File: config.mk
export PLATFORM = sky130hd
export DESIGN_NAME = tks_cell
export DESIGN_NICKNAME = d
export VERILOG_FILES = /design/src/rtl/tks_pkg.sv /design/src/rtl/tks_cell.sv
export SDC_FILE = /design/constraint.sdc
export NUM_CORES = 1
export LEC_CHECK = 0
export ABC_AREA = 1
export BUFFER_PORTS_ARGS = -buffer_cell sky130_fd_sc_hd__buf_2
export CAP_MARGIN = 25
export CORE_UTILIZATION = 30
export CTS_CLUSTER_SIZE = 12
export DETAILED_ROUTE_END_ITERATION = 7
export SLEW_MARGIN = 10
export SYNTH_ARGS = -nofsm -noshare
export SYNTH_HDL_FRONTEND = slang
export SYNTH_SLANG_ARGS = --single-unit
File: constraint.sdc
create_clock -name clk -period 4.9 [get_ports clk]
set_input_delay 0.98 -clock clk [delete_from_list [all_inputs] [get_ports clk]]
set_output_delay 0.98 -clock clk [all_outputs]
set_load 0.01 [all_outputs]
File: src/rtl/tks_pkg.sv
// shared types and constants for the top-k sorted insertion block
package tks_pkg;

	localparam int DATA_W         = 32;
	localparam int KEEP_COUNT_DEF = 64;

	typedef enum logic {
		OP_INSERT  = 1'b0,
		OP_READOUT = 1'b1
	} op_t;

	// per-cycle command broadcast to every cell
	typedef struct packed {
		logic ins;   // insert the broadcast value
		logic rot;   // rotate the chain one place upward
	} cell_ctrl_t;

endpackage

File: src/rtl/tks_cell.sv
// one slot of the sorted chain: compare against the broadcast value and shift
module tks_cell import tks_pkg::*; (
	input  logic                     clk,
	input  logic                     arst_n,
	input  cell_ctrl_t               ctrl,
	input  logic signed [DATA_W-1:0] value,
	input  logic                     take_floor,
	input  logic signed [DATA_W-1:0] upper_val,
	input  logic                     upper_le,
	input  logic signed [DATA_W-1:0] lower_val,
	output logic signed [DATA_W-1:0] slot_val,
	output logic                     slot_le
);

	logic signed [DATA_W-1:0] slot_q;

	assign slot_val = slot_q;
	assign slot_le  = (slot_q <= value);

	// slot contents are state with a defined reset of zero
	always_ff @(posedge clk or negedge arst_n) begin
		if (!arst_n) begin
			slot_q <= '0;
		end else if (ctrl.rot) begin
			slot_q <= lower_val;
		end else if (ctrl.ins) begin
			if (upper_le) begin
				slot_q <= upper_val;
			end else if (slot_le || take_floor) begin
				slot_q <= value;
			end
		end
	end

endmodule
# Word level (Yosys, flattened, before mapping)
# Index checks and enable logic that the tools add are counted.
# totals
elab_cells	10
inputBits	102
reg_bits	32
out_inout_bits	33
# classes
magnitude_cmp	1
mux	4
n_reduce_logical	4
# op_table
cell	count
$mux 32	4
$le 32x32->1	1
$reduce_bool 3->1	1
$reduce_and 2->1	1
$reduce_bool 2->1	1
$logic_or 1x1->1	1

# Longest topological paths before layout
# depth
ltp_word	6
ltp_mapped	19
mapped_depth_nobuf	18

# Worst setup path after synthesis
# No wires, ideal clock.
# synth_timing
path_kind	input to output
start	input value[31]
end	output slot_le
slack_ns	1.747
path_stages	9
t_arrival_ns	2.173
required_ns	3.920
n_path_buf	0
cell_sequence	inv_1 -> ha_1 -> nand2_2 -> nor2_2 -> nand2_1 -> inv_2 -> nand4_1 -> or3_4 -> nand3_1
# synth_between
elab_chain_len	1
# synth_rtl
element	line	text
start: declaration	tks_cell.sv:6	input logic signed [DATA_W-1:0] value,
$le 32x32->1	tks_cell.sv:18	assign slot_le = (slot_q <= value);
end: declaration	tks_cell.sv:12	output logic slot_le
# Every way passes these cells.

# Worst setup path in the final report
# Same ends and word-level chain as after synthesis.

==> reports/metrics.cfg <==
[setup_path]
cp_slowest_cell=or3_4
crit_path_frequent_cell=buf_2
crit_fanout=4
r2r_end=slot_val[22]
critPathCaptureType=primary output
critPathKind=in -> out
reg2reg_depth=11
rr_startpoint=slot_val[23]
crit_chain=buf_2 > inv_1 > ha_1 > nand2_2 > nor2_2 > nand2_1 > inv_2 > nand4_1 > or3_4 > nand3_1 > buf_2
cp_slowest_stage_delay_ns=0.36
cp-start-kind=primary input
critical_path_required_ns=3.92
arrival_ns=2.47
rrSetupSlack_ns=2.11

[worst_hold_path]
worstHoldEndpoint=slot_val[17]
holdPathStages=2
min_from=slot_val[17]
hp-class=reg -> reg

[timing]
drv_slew=0
rsz0062_at_grt=no
max_freq_ghz=0.290
worst_slew_pin_slew_ns=0.797
timing_hold_violations_final=0
setup_viol_count_final=0
clock-skew-final_ns=0.00703
timing.final.ws_setup_ns=1.45
fin_setup_tns_ns=0
finalCritPeriodShare_pct=70.4
relSlewSlack_pct=46.9
post-route-min-period_ns=3.45

[floorplan]
io_pins=135
die_x_um=99.1
core_area_mm2=0.00920
start_util_pct=30.7
placementRows=35
die_area_mm2=0.00981
fp.dieH_um=99.1

[detailed_routing]
num_vias=3100
first_pass_iters=4
viasPerCell=4.68
routedWlPerCell_um=12.5
dr.first_iter.drc_count=130
ant_nets=0
drc_errors=0
wirelength_um=8300

[run_status]
status=finished, final reports clean

[synthesis]
synthesis.nets=565
synthCells=431
synthDistinctLibCells=26
yosysWarningCount=0
yosysSeqAreaShare_pct=28.3
synth-seq-cells=32
synth_area_mm2=0.00283
synth_area_per_cell_um2=6.56

[global_route]
grt_max_degree=66
grt_pass1_vias=2918
grt_pass1_wl_um=13600
gr-total-overflow=0
antenna_found_initial=0
gr-usage-all-layers_pct=17.3

[clock_network]
cts_tree=built
cts_buffer_depth=2
clockRootBuffer=clkbuf_8
clk_pin_slew_ns=0.06
h-tree-depth=2
postCtsHoldBufs=0
insertion_delay_ns=0.28
cts_resized=0
numCtsBuffers=5
post-cts-setup-buffer-count=0
cts.sinks=32

[finish]
final_nets=684
drive_gt1_share_pct=27.0
syn2layout_area_growth_pct=27.8
largest_register_ff_count=32
num_antenna_cells=0

[place]
pre_cts_ws_ns=1.34
dp_hpwl_um=6070
port_buffers=134
gp_congestion=0.771

[power]
power_leakage_nw=2.13
ir_drop_mv=0.119
power.density_mw_per_mm2=245

[job]
maxCapViolCount=0

==> placed cells by master (no fill, tap or decap) <==
| cell | instances |
|---|---|
| a21o_1 | 1 |
| a21oi_1 | 45 |
| buf_2 | 134 |
| buf_4 | 2 |
| clkbuf_1 | 2 |
| clkbuf_8 | 6 |
| dfrtp_1 | 32 |
| ha_1 | 32 |
| inv_1 | 41 |
| inv_2 | 1 |
| mux2i_1 | 1 |
| nand2_1 | 134 |
| nand2_2 | 1 |
| nand2_4 | 1 |
| nand3_1 | 35 |
| nand4_1 | 2 |
| nand4_4 | 1 |
| nor2_1 | 39 |
| nor2_2 | 1 |
| nor3_1 | 1 |
| nor3b_1 | 1 |
| o21a_1 | 2 |
| o21ai_0 | 34 |
| or2_2 | 1 |
| or3_4 | 1 |
==> critical path, delay by kind of cell <==
family	cells	cell delay, ns
and+or+nand+nor	6	0.82
adders and majority gates	1	0.34
buffers and inverters	4	0.33
==> logic make-up (layout without fill, tap and decap cells) <==
group,after synthesis,after routing,share of synthesized area (%)
adders and majority gates,32,32,14.2
DFF,32,32,28.3
buffers and inverters,66,186,10.1
AOI/OAI and AO/OA,82,82,14.8
and+or+nand+nor,218,218,32.3
muxes,1,1,0.354
==> synthesized netlist by cell type, drive strengths merged <==
cell type / n / area [um2]
a21o: 1 / 7.51
a21oi: 45 / 225
or2: 1 / 6.26
clkbuf: 10 / 37.5
o21a: 2 / 15.0
o21ai: 34 / 170
inv: 42 / 158
buf: 14 / 90.1
nand4: 3 / 33.8
nor2: 40 / 153
nor3: 1 / 5.00
dfrtp: 32 / 801
nor3b: 1 / 7.51
nand3: 35 / 175
mux2i: 1 / 10.0
nand2: 136 / 521
ha: 32 / 400
or3: 1 / 11.3
==> worst max-delay path by stage <==
stage / cells after the start / slack [ns] / to / startpoint
global route: 12 / 1.30 / slot_le / value[15]
floorplan: 9 / 1.75 / slot_le / value[31]
CTS: 11 / 1.43 / slot_le / value[31]
detailed placement: 13 / 1.34 / slot_val[22] / value[23]
finish: 11 / 1.45 / slot_le / value[31]
global placement: 13 / 1.39 / slot_val[22] / value[23]
==> per-layer routing <==
layer / global-route usage [%] / wire length, um
met5: 0 / 0
met4: 2.71 / 25
met3: 3.83 / 435
met2: 30.9 / 3890
met1: 21.6 / 3940
==> metrics by stage <==
| step | hold slack [ns] | util [%] | power (mW) | cells | instance area [um2] |
|---|---|---|---|---|---|
| 6_report | 0.505 | 39.3 | 0.887 | 662 | 3610 |
| 3_5_place_dp | 0.491 | 38.3 | 0.678 | 654 | 3520 |
| 3_3_place_gp | 0.483 | 38.3 | 0.671 | 654 | 3520 |
| 5_1_grt | 0.531 | 39.3 | 0.962 | 662 | 3610 |
| 4_1_cts | 0.507 | 39.3 | 0.899 | 662 | 3610 |
| 2_1_floorplan | 0.523 | - | 0.546 | 431 | 2830 |
==> final cells by class <==
type | instances | area, um2
Timing Repair Buffer | 136 | 686
Fill cell | 1005 | 5580
Inverter | 42 | 158
Sequential cell | 32 | 801
Clock buffer | 8 | 90.1
Multi-Input combinational cell | 333 | 1740
Tap cell | 111 | 139
==> report_power, final <==
part	internal [mW]	switching (mW)
logic	0.143	0.194
clock network	0.115	0.102
registers	0.301	0.0329
Power figures use the tool's default switching activity.
